--- src/rtl/nfba_pkg.sv ---
// ----------------------------------------------------------------------------
// Next-fit bitmap allocator package
// Shared widths, configuration register indexes and beat payload types.
// ----------------------------------------------------------------------------
package nfba_pkg;

   // Storage geometry.
   localparam int MAX_BLOCKS = 1024;
   localparam int WORD_W     = 32;
   localparam int BIT_W      = $clog2(WORD_W);
   localparam int MAP_WORDS  = (MAX_BLOCKS + WORD_W - 1) / WORD_W;
   localparam int WADDR_W    = $clog2(MAP_WORDS);

   // Field widths.
   localparam int IDX_W      = 10;
   localparam int CNT_W      = 11;

   // Configuration register indexes.
   localparam int CSR_IDX_W  = 1;
   localparam logic [CSR_IDX_W-1:0] CSR_BLOCK_COUNT = 1'b0;
   localparam logic [CSR_IDX_W-1:0] CSR_FIRST_INDEX = 1'b1;

   // Operation codes.
   localparam logic OP_ALLOCATE = 1'b0;
   localparam logic OP_MARK     = 1'b1;

   // Request beat.
   typedef struct packed {
      logic             operation;
      logic [IDX_W-1:0] block_index;
   } req_type;

   // Response beat.
   typedef struct packed {
      logic [IDX_W-1:0] granted_index;
      logic             out_of_space;
   } rsp_type;

endpackage

--- src/rtl/nfba_map_ram.sv ---
// ----------------------------------------------------------------------------
// Bitmap word memory
// One write and one read port, registered read data. A per-word valid bit
// cleared by reset makes never-written words read back as all free.
// ----------------------------------------------------------------------------
module nfba_map_ram
   import nfba_pkg::*;
(
   input  logic               clock,
   input  logic               reset,
   input  logic [WADDR_W-1:0] rd_addr,
   output logic [WORD_W-1:0]  rd_data,
   input  logic               wr_en,
   input  logic [WADDR_W-1:0] wr_addr,
   input  logic [WORD_W-1:0]  wr_data
);

   logic [WORD_W-1:0]    mem [MAP_WORDS];
   logic [MAP_WORDS-1:0] word_valid_ff;
   logic [WORD_W-1:0]    rd_q_ff;
   logic                 rd_valid_ff;

   // Word storage with registered read.
   always_ff @(posedge clock) begin
      if (wr_en) begin
         mem[wr_addr] <= wr_data;
      end
      rd_q_ff <= mem[rd_addr];
   end

   // Valid bits: a word reads as zero until it has been written once.
   always_ff @(posedge clock) begin
      if (reset) begin
         word_valid_ff <= '0;
         rd_valid_ff   <= 1'b0;
      end else begin
         rd_valid_ff <= word_valid_ff[rd_addr];
         if (wr_en) begin
            word_valid_ff[wr_addr] <= 1'b1;
         end
      end
   end

   assign rd_data = rd_valid_ff ? rd_q_ff : '0;

endmodule

--- src/rtl/next_fit_bitmap_block_allocator_top.sv ---
// ----------------------------------------------------------------------------
// Next-fit bitmap block allocator
// Holds one used bit per block in a 32-bit word memory and hands out free
// blocks starting from a next-fit cursor, wrapping once to first_index.
// ----------------------------------------------------------------------------
// The block takes one request at a time. A mark beat reads the word in the
// cycle in which it is accepted, the mark state writes it back with the bit
// set, and the done state loads the response register. An allocate beat reads
// one bitmap word per cycle through the memory's read port, starting at the
// cursor's word and stopping at the last word below the limit; if that pass
// finds nothing, a second pass runs from first_index. In either case the
// response register is loaded in the done state and the next request can be
// taken in the cycle after it. While the response register still holds an
// unaccepted beat, the sequencer waits in its done state. The bitmap starts
// all free after reset with no clearing pass.
// ----------------------------------------------------------------------------
module next_fit_bitmap_block_allocator_top
   import nfba_pkg::*;
(
   input  logic                 clock,
   input  logic                 reset,
   input  logic                 req_valid,
   output logic                 req_ready,
   input  req_type              req_data,
   output logic                 rsp_valid,
   input  logic                 rsp_ready,
   output rsp_type              rsp_data,
   input  logic                 csr_we,
   input  logic [CSR_IDX_W-1:0] csr_index,
   input  logic [CNT_W-1:0]     csr_wdata
);

   localparam logic [CNT_W-1:0] MAX_BLOCKS_C = CNT_W'(MAX_BLOCKS);

   typedef enum logic [2:0] {
      ST_IDLE,
      ST_START,
      ST_SCAN,
      ST_MARK,
      ST_DONE
   } state_type;

   state_type          state_ff;
   logic [CNT_W-1:0]   block_count_ff;
   logic [IDX_W-1:0]   first_index_ff;
   logic [CNT_W-1:0]   cursor_ff;
   logic [IDX_W-1:0]   idx_ff;
   logic [CNT_W-1:0]   limit_ff;
   logic [CNT_W-1:0]   from_ff;
   logic               wrap_ff;
   logic [WADDR_W-1:0] chk_word_ff;
   rsp_type            res_ff;
   rsp_type            rsp_ff;
   logic               rsp_valid_ff;

   logic [WADDR_W-1:0] rd_addr_in;
   logic [WORD_W-1:0]  rd_data;
   logic               wr_en;
   logic [WADDR_W-1:0] wr_addr;
   logic [WORD_W-1:0]  wr_data;
   logic [BIT_W-1:0]   set_bit;

   logic [CNT_W-1:0]   limit_in;
   logic [CNT_W-1:0]   last_idx;
   logic [WADDR_W-1:0] last_word;
   logic [WORD_W-1:0]  lo_mask;
   logic [WORD_W-1:0]  hi_mask;
   logic [WORD_W-1:0]  free_bits;
   logic               hit;
   logic [BIT_W-1:0]   hit_pos;
   logic [IDX_W-1:0]   hit_idx;
   logic               mark_ok;
   logic               rsp_free;

   // Lowest set bit of a word.
   function automatic logic [BIT_W-1:0] first_set(input logic [WORD_W-1:0] v);
      logic [BIT_W-1:0] pos;
      pos = '0;
      for (int i = WORD_W - 1; i >= 0; i--) begin
         if (v[i]) begin
            pos = BIT_W'(i);
         end
      end
      return pos;
   endfunction

   nfba_map_ram u_map (
      .clock   (clock),
      .reset   (reset),
      .rd_addr (rd_addr_in),
      .rd_data (rd_data),
      .wr_en   (wr_en),
      .wr_addr (wr_addr),
      .wr_data (wr_data)
   );

   // Search limit is the block count clamped to the store size.
   assign limit_in = (block_count_ff > MAX_BLOCKS_C) ? MAX_BLOCKS_C : block_count_ff;

   // Word range and edge masks of the current pass.
   assign last_idx  = limit_ff - CNT_W'(1);
   assign last_word = last_idx[IDX_W-1:BIT_W];
   assign lo_mask   = (chk_word_ff == from_ff[IDX_W-1:BIT_W])
                      ? ({WORD_W{1'b1}} << from_ff[BIT_W-1:0]) : {WORD_W{1'b1}};
   assign hi_mask   = (chk_word_ff == last_word)
                      ? ({WORD_W{1'b1}} >> (BIT_W'(WORD_W - 1) - last_idx[BIT_W-1:0]))
                      : {WORD_W{1'b1}};
   assign free_bits = ~rd_data & lo_mask & hi_mask;
   assign hit       = |free_bits;
   assign hit_pos   = first_set(free_bits);
   assign hit_idx   = {chk_word_ff, hit_pos};

   assign mark_ok  = {1'b0, idx_ff} < MAX_BLOCKS_C;
   assign rsp_free = !rsp_valid_ff || rsp_ready;

   // Memory read address: the marked word on acceptance, the first word of a
   // pass at its start, otherwise the word after the one being checked.
   always_comb begin
      case (state_ff)
         ST_IDLE:  rd_addr_in = req_data.block_index[IDX_W-1:BIT_W];
         ST_START: rd_addr_in = from_ff[IDX_W-1:BIT_W];
         default:  rd_addr_in = chk_word_ff + WADDR_W'(1);
      endcase
   end

   // Write-back of the modified word.
   always_comb begin
      wr_en   = 1'b0;
      wr_addr = chk_word_ff;
      set_bit = hit_pos;
      case (state_ff)
         ST_SCAN: begin
            wr_en = hit;
         end
         ST_MARK: begin
            wr_en   = mark_ok;
            set_bit = idx_ff[BIT_W-1:0];
         end
         default: begin
            wr_en = 1'b0;
         end
      endcase
      wr_data = rd_data | (WORD_W'(1) << set_bit);
   end

   // Control sequencer, configuration registers and response register.
   always_ff @(posedge clock) begin
      if (reset) begin
         state_ff       <= ST_IDLE;
         block_count_ff <= MAX_BLOCKS_C;
         first_index_ff <= '0;
         cursor_ff      <= '0;
         rsp_valid_ff   <= 1'b0;
      end else begin
         chk_word_ff <= rd_addr_in;

         if (csr_we) begin
            case (csr_index)
               CSR_BLOCK_COUNT: block_count_ff <= csr_wdata;
               CSR_FIRST_INDEX: first_index_ff <= csr_wdata[IDX_W-1:0];
               default:         ;
            endcase
         end

         // In the done state a new response replaces the one leaving.
         if (rsp_valid_ff && rsp_ready && state_ff != ST_DONE) begin
            rsp_valid_ff <= 1'b0;
         end

         case (state_ff)
            ST_IDLE: begin
               if (req_valid) begin
                  idx_ff   <= req_data.block_index;
                  limit_ff <= limit_in;
                  from_ff  <= cursor_ff;
                  wrap_ff  <= 1'b0;
                  state_ff <= (req_data.operation == OP_MARK) ? ST_MARK : ST_START;
               end
            end
            ST_START: begin
               if (from_ff >= limit_ff) begin
                  if (wrap_ff) begin
                     res_ff.granted_index <= '0;
                     res_ff.out_of_space  <= 1'b1;
                     state_ff             <= ST_DONE;
                  end else begin
                     from_ff   <= {1'b0, first_index_ff};
                     cursor_ff <= {1'b0, first_index_ff};
                     wrap_ff   <= 1'b1;
                  end
               end else begin
                  state_ff <= ST_SCAN;
               end
            end
            ST_SCAN: begin
               if (hit) begin
                  cursor_ff            <= {1'b0, hit_idx} + CNT_W'(1);
                  res_ff.granted_index <= hit_idx;
                  res_ff.out_of_space  <= 1'b0;
                  state_ff             <= ST_DONE;
               end else if (chk_word_ff == last_word) begin
                  // Pass exhausted: an empty range sends the start state on.
                  from_ff  <= limit_ff;
                  state_ff <= ST_START;
               end
            end
            ST_MARK: begin
               res_ff.granted_index <= '0;
               res_ff.out_of_space  <= 1'b0;
               state_ff             <= ST_DONE;
            end
            ST_DONE: begin
               if (rsp_free) begin
                  rsp_ff       <= res_ff;
                  rsp_valid_ff <= 1'b1;
                  state_ff     <= ST_IDLE;
               end
            end
            default: begin
               state_ff <= ST_IDLE;
            end
         endcase
      end
   end

   assign req_ready = (state_ff == ST_IDLE);
   assign rsp_valid = rsp_valid_ff;
   assign rsp_data  = rsp_ff;

endmodule

--- config.mk ---
export PLATFORM = sky130hd
export DESIGN_NAME = next_fit_bitmap_block_allocator_top
export DESIGN_NICKNAME = d
export VERILOG_FILES = /design/src/rtl/nfba_pkg.sv /design/src/rtl/nfba_map_ram.sv /design/src/rtl/next_fit_bitmap_block_allocator_top.sv
export SDC_FILE = /design/constraint.sdc
export NUM_CORES = 2
export LEC_CHECK = 0
export BUFFER_PORTS_ARGS = -buffer_cell sky130_fd_sc_hd__buf_2
export CAP_MARGIN = 25
export CORE_ASPECT_RATIO = 1.4
export CORE_MARGIN = 5
export CORE_UTILIZATION = 40
export CTS_CLUSTER_SIZE = 20
export DETAILED_ROUTE_END_ITERATION = 7
export GPL_TIMING_DRIVEN = 0
export PLACE_DENSITY_LB_ADDON = 0.12
export SETUP_SLACK_MARGIN = 0.2
export SYNTH_ARGS = -nofsm -noshare
export SYNTH_HDL_FRONTEND = slang
export SYNTH_HIERARCHICAL = 1
export SYNTH_SLANG_ARGS = --single-unit
--- constraint.sdc ---
create_clock -name clock -period 5.94 [get_ports clock]
set_input_delay 0.297 -clock clock [delete_from_list [all_inputs] [get_ports clock]]
set_output_delay 0.297 -clock clock [all_outputs]
set_load 0.02 [all_outputs]
After elaboration in Yosys (flattened, before gate mapping)
Memories as Yosys holds them, arrays and structs flattened. A register that Yosys moved wholly into a read port is not among the register bits.
Index checks and enable logic that the tools add are counted.
{ "op_classes": {"order_cmp": 5, "div_mod_pow": 0, "shift": 3, "bitwise_logic": 7, "eq_ne": 17, "n_mux": 70, "n_mul": 0, "addsub": 4, "reduce_logical": 20} }
{ "ops": {"columns": ["operator", "count"], "rows": [
  ["$mux 5", 33],
  ["$mux 11", 9],
  ["$mux 32", 3],
  ["$pmux 11 s3", 2],
  ["$and 32x32->32", 2],
  ["$or 32x32->32", 2],
  ["$not 32->32", 1],
  ["$reduce_or 32->1", 1],
  ["$shl 1x5->32 const A", 1],
  ["$shl 32x5->32 const A", 1],
  ["$shr 32x5->32 const A", 1],
  ["$pmux 11 s2", 1],
  ["$mux 3", 6],
  ["$ne 2x2->1 const B", 8],
  ["$pmux 3 s5", 1],
  ["$lt 5x6->1 const B", 2],
  ["$reduce_and 4->1", 3],
  ["$add 10x1->11 const B", 1],
  ["$ge 11x11->1", 1],
  ["$gt 11x11->1 const B", 1],
  ["$eq 5x5->1", 2],
  ["$pmux 5 s2", 1],
  ["$sub 10x1->10 const B", 1],
  ["$mux 1", 9],
  ["other kinds (22)", 33]
]} }
{ "word_totals": {"inputBits": 28, "latchBits": 0, "memories": 1, "register_bits": 124, "ram_bits": 1024, "romBits": 0, "word_cells": 143} }
{ "mem_list": {"columns": ["memory", "depth", "word_bits", "read_ports", "rd_ports_with_merged_regs", "write_ports", "line", "source"], "rows": [
  ["u_map.mem", 32, 32, 1, 1, 1, "nfba_map_ram.sv:18", "logic [WORD_W-1:0] mem [MAP_WORDS];"]
]} }

Depth between registers and ports, before layout
{ "depth": {"word_depth": 40, "depth_mapped": 20} }

By module
The synthesis kept the hierarchy.
{ "modules_own_cells": {"columns": ["module", "cells_per_inst", "seq_area_each_um2", "n_inst", "area_per_inst_um2"], "rows": [
  ["nfba_map_ram", 1691, 32050.7, 1, 40949.3],
  ["next_fit_bitmap_block_allocator_top", 853, 2372.3, 1, 7101.8]
]} }

Least setup slack after synthesis
Ideal clock, no wire load.
{ "synth_timing": {"path_type": "flip-flop to flip-flop", "startpoint": "register limit_ff[0]", "endpoint": "memory u_map.mem[28][0] (enable)", "stages_incl_launch_ff": 18, "arrival_time_ns": 4.764, "setup_time_ns": 0.423, "path_slack_ns": 0.754, "required_ns": 5.517, "synth_period_minus_slack_ns": 5.186, "cell_sequence": "edfxtp_1 > buf_2 > inv_1 > ha_1 > buf_2 > xor2_1 > a211oi_1 > a2111oi_0 > a21oi_1 > nand2_1 > a211o_1 > nor3_2 > nand2_1 > nor2_1 > nor2_1 > or3b_2 > clkbuf_1 > nor2_1"} }
{ "synth_via": {"elab_chain_cells": 9} }
{ "synth_rtl": {"columns": ["item", "line", "source"], "rows": [
  ["start: declaration", "next_fit_bitmap_block_allocator_top.sv:48", "logic [CNT_W-1:0] limit_ff;"],
  ["start signal: assignment", "next_fit_bitmap_block_allocator_top.sv:174", "limit_ff <= limit_in;"],
  ["$sub 10x1->10 *", "next_fit_bitmap_block_allocator_top.sv:101", "assign last_idx = limit_ff - CNT_W'(1);"],
  ["$sub 5x5->5", "next_fit_bitmap_block_allocator_top.sv:106", "? ({WORD_W{1'b1}} >> (BIT_W'(WORD_W - 1) - last_idx[BIT_W-1:0]))"],
  ["$shr 32x5->32", "next_fit_bitmap_block_allocator_top.sv:106", null],
  ["$mux 32 *", "next_fit_bitmap_block_allocator_top.sv:106", null],
  ["$and 32x32->32 *", "next_fit_bitmap_block_allocator_top.sv:108", "assign free_bits = ~rd_data & lo_mask & hi_mask;"],
  ["$reduce_or 32->1 *", "next_fit_bitmap_block_allocator_top.sv:109", "assign hit = |free_bits;"],
  ["$pmux 1 s2 *", "next_fit_bitmap_block_allocator_top.sv:131", "case (state_ff)"],
  ["net wr_en", "next_fit_bitmap_block_allocator_top.sv:58", "logic wr_en;"],
  ["$mux 1 *", "nfba_map_ram.sv:25", "if (wr_en) begin"],
  ["$mux 1 (not written as such) *", "nfba_map_ram.sv:26", "mem[wr_addr] <= wr_data;"],
  ["end: declaration", "nfba_map_ram.sv:18", null]
]} }
The timed path passes the listed nets; every way through them passes the cells marked *.

Worst setup path after layout
{ "layout_timing": {"startpoint": "register limit_ff[0]", "endpoint": "memory u_map.mem[12][14] (data pin)"} }
{ "layout_via": {"elab_chain_cells": 40} }
{ "layout_rtl": {"columns": ["item", "line", "source"], "rows": [
  ["$sub 10x1->10 *", "next_fit_bitmap_block_allocator_top.sv:101", null],
  ["$sub 5x5->5", "next_fit_bitmap_block_allocator_top.sv:106", null],
  ["$shr 32x5->32", "next_fit_bitmap_block_allocator_top.sv:106", null],
  ["$mux 32 *", "next_fit_bitmap_block_allocator_top.sv:106", null],
  ["$and 32x32->32 *", "next_fit_bitmap_block_allocator_top.sv:108", null],
  ["$mux 5 (31 in series)", "next_fit_bitmap_block_allocator_top.sv:80", "if (v[i]) begin"],
  ["$mux 5 *", "next_fit_bitmap_block_allocator_top.sv:80", null],
  ["$mux 5 *", "next_fit_bitmap_block_allocator_top.sv:131", null],
  ["$shl 1x5->32 *", "next_fit_bitmap_block_allocator_top.sv:143", "wr_data = rd_data | (WORD_W'(1) << set_bit);"],
  ["$or 32x32->32 *", "next_fit_bitmap_block_allocator_top.sv:143", null],
  ["net wr_data[14]", "next_fit_bitmap_block_allocator_top.sv:60", "logic [WORD_W-1:0] wr_data;"]
]} }
Marks and branches as above.

==> impl_metrics.ini <==
[drt]
drtIter0Drc = 2757
vias_per_cell = 5.85
dr_total_vias = 26600
detail-route-antenna-nets = 0
drc = 0
wl_per_cell_um = 33.2
finalWirelength_um = 151000
first_pass_iters = 5

[critical_path]
crit_arrival_ns = 6.11
r2r_cells = 14
cp_data_required_time_ns = 6.40
worstSetupPathType = reg2reg
worst_setup_path_end_kind = flip-flop
crit_path_top_delay_cell = a21o_2
critPathLaunchType = flip-flop
crit_top_cell = a211o_1
r2r_end = u_map/mem[12][14]
regToRegSetupSlack_ns = 0.28
slowest_delay_ns = 0.55
r2r_start = limit_ff[0]
crit_path_cell_trace = buf_2, inv_1, ha_1, or4b_4, a2111oi_4, nor2_1, a211o_1, nand2b_1, o311ai_0, or3b_1, a211o_1, a32oi_4, and3_1, a21o_2
path_max_fanout = 32

[placed_design]
hpwlAfterDp_um = 109000
io_buffers = 39
dpl_worst_slack_ns = -1.16
place_congestion = 0.895
dp_cells = 4249
place_area_um2 = 51900

[power]
power.total_mw = 22.2
peakVddDrop_v = 0.000230
p_per_area_nw_per_um2 = 391
p_leak_nw = 18.3

[synthesis]
syn_area_per_cell_um2 = 18.9
syn_area_um2 = 48100
yosysTopAreaCellShare_pct = 67.4
ys_seq_area_share_pct = 71.6
postSynth.asyncResetShare_pct = 0
synth_cell_types = 92
synthTopCellsByArea = edfxtp_1, mux4_2, dfxtp_1, nor2_1, nand2_1
ys_top_cells_by_count = edfxtp_1, mux4_2, nor2_1
yosysMostFrequentCell = edfxtp_1
postSynthCellCount = 2544
yosysTopAreaCell = edfxtp_1
ys.flop_type = edfxtp_1
synth_nets = 2588
synth_seq_cells = 1180
yosys_warnings = 6
synth_edf_count = 1079

[floorplanning]
rows = 150
die_w_um = 303
core_area_um2 = 119000
die_y_um = 420
start_util_pct = 40.3
io_pins = 41
fp.dieArea_um2 = 127000

[sta]
setup_violations = 0
worst_slack_ns = 0.281
fmax_mhz = 177
min_period_ns = 5.66
relSlewSlack_pct = 23.7
tightest_slew_ns = 1.14
slew_viol_final = 0
period_share_pct = 95.3
rsz0062_at_grt = true
finClkSkew_ns = 0.0311
hold_viol_final = 0

[run]
max_cap_violations = 0

[worst_hold_path]
hold_depth = 4
min_path_type = in2reg
holdPathEnd = chk_word_ff[3]
worstHoldStart = req_data[8]

[cts]
clkLatencyLatePin_ns = 0.74
cts.sinks = 1180
cts_tree = built
htreeDepth = 3
clk_path_buf_depth = 3
clk_pin_slew_worst_paths_ns = 0.07
clockRootBuffer = clkbuf_16
numCtsBuffers = 114

[final_layout]
final_util_pct = 47.6
drive_above_1_share_pct = 29.8
area_growth_pct = 18.3
nNetsFinal = 2891
stdcell_area_um2 = 56800
layout.cells.non_filler = 4543
antenna_cells = 0

[global_route]
track_usage_pct = 23.7
globalRoute.totalOverflow = 0
grt_pass1_wl_um = 210000
grt_pass1_vias = 27700
grt_start_max_net_pins = 33
antenna_found_initial = 4

[outcome]
outcome = finished clean
[power breakdown]
part	internal, mW	switching, mW	leakage [nW]
Sequential	9.71	0.131	10.8
Clock	4.04	3.22	1.81
Combinational	2.09	3.06	5.74
[kinds of logic after synthesis]
logic type | Yosys count | synth area share [%]
AOI/OAI and AO/OA | 307 | 4.61
adders and majority gates | 16 | 0.417
muxes | 374 | 16.4
xor gates and xnor gates | 18 | 0.328
buffers and inverters | 157 | 1.46
and+or+nand+nor | 492 | 5.17
DFF | 1180 | 71.6
[cell type report]
cell class / count / area, um2
Fill cell: 10000 / 62500
Inverter: 24 / 90.1
Clock inverter: 70 / 646
Sequential cell: 1180 / 34400
Timing Repair Buffer: 188 / 2400
Tap cell: 1596 / 2000
Buffer: 132 / 609
Multi-Input combinational cell: 1207 / 13600
Clock buffer: 146 / 3080
[registers in the layout (all words and copies together) (netlist names), 3 cells and up]
name	flops
block_count_ff	11
u_map/word_valid_ff	32
u_map/mem	1024
chk_word_ff	5
limit_ff	11
cursor_ff	11
from_ff	11
first_index_ff	10
idx_ff	5
res_ff	11
rsp_data	11
u_map/rd_q_ff	32
state_ff	3
[layer usage]
metal / vias to the layer above / GRT usage [%] / wire (um)
li1: 11000 / - / -
met1: 14300 / 28.7 / 55600
met2: 1004 / 42.3 / 79100
met3: 256 / 2.92 / 8210
met4: 0 / 10.8 / 7760
met5: - / 0 / 0
[worst max-delay path, delay by kind of cell, from the launching register on]
kind / cells / cell delay [ns]
AOI/OAI and AO/OA: 6 / 2.55
and+or+nand+nor: 5 / 1.78
DFF: 1 / 0.48
buffers and inverters: 2 / 0.35
adders and majority gates: 1 / 0.19
[timing repair]
item,CTS,global route
endpoints found under the setup margin,2086,949
hold buffers,24,0
hold endpoints to repair,31,0
buffers inserted,37,12
pin swaps,25,4
gates resized for setup,78,20
[layout by cell type, fill, tap and decap left out, types with 54 or more instances in the layout]
master        n
a21oi_1      61
clkbuf_1     85
dfxtp_1     101
mux4_2      326
clkbuf_16   118
buf_2        78
edfxtp_1   1079
nand2_1     115
buf_4        54
nor2_1      126
[through the flow]
step                 TNS, ns  hold slack [ns]
detailed placement  -1203.62            0.405
floorplan                  0            0.396
global placement    -4081.87            0.406
finish                     0           0.0844
global route               0            0.101
CTS                        0           0.0262
[worst max-delay path by stage]
stage / slack (ns) / cells after the start / endpoint / from
final: 0.28 / 14 / u_map/mem[12][14] / limit_ff[0]
after global routing: 0.01 / 14 / u_map/mem[1][14] / limit_ff[0]
after CTS: 0.14 / 14 / u_map/mem[25][26] / limit_ff[0]
after detailed placement: -1.16 / 14 / u_map/mem[27][11] / limit_ff[0]
after global placement: -3.63 / 16 / u_map/mem[8][29] / limit_ff[0]
after floorplan: 0.75 / 17 / u_map/mem[28][0] / limit_ff[0]
No activity file was read; power rests on OpenSTA's default activity.
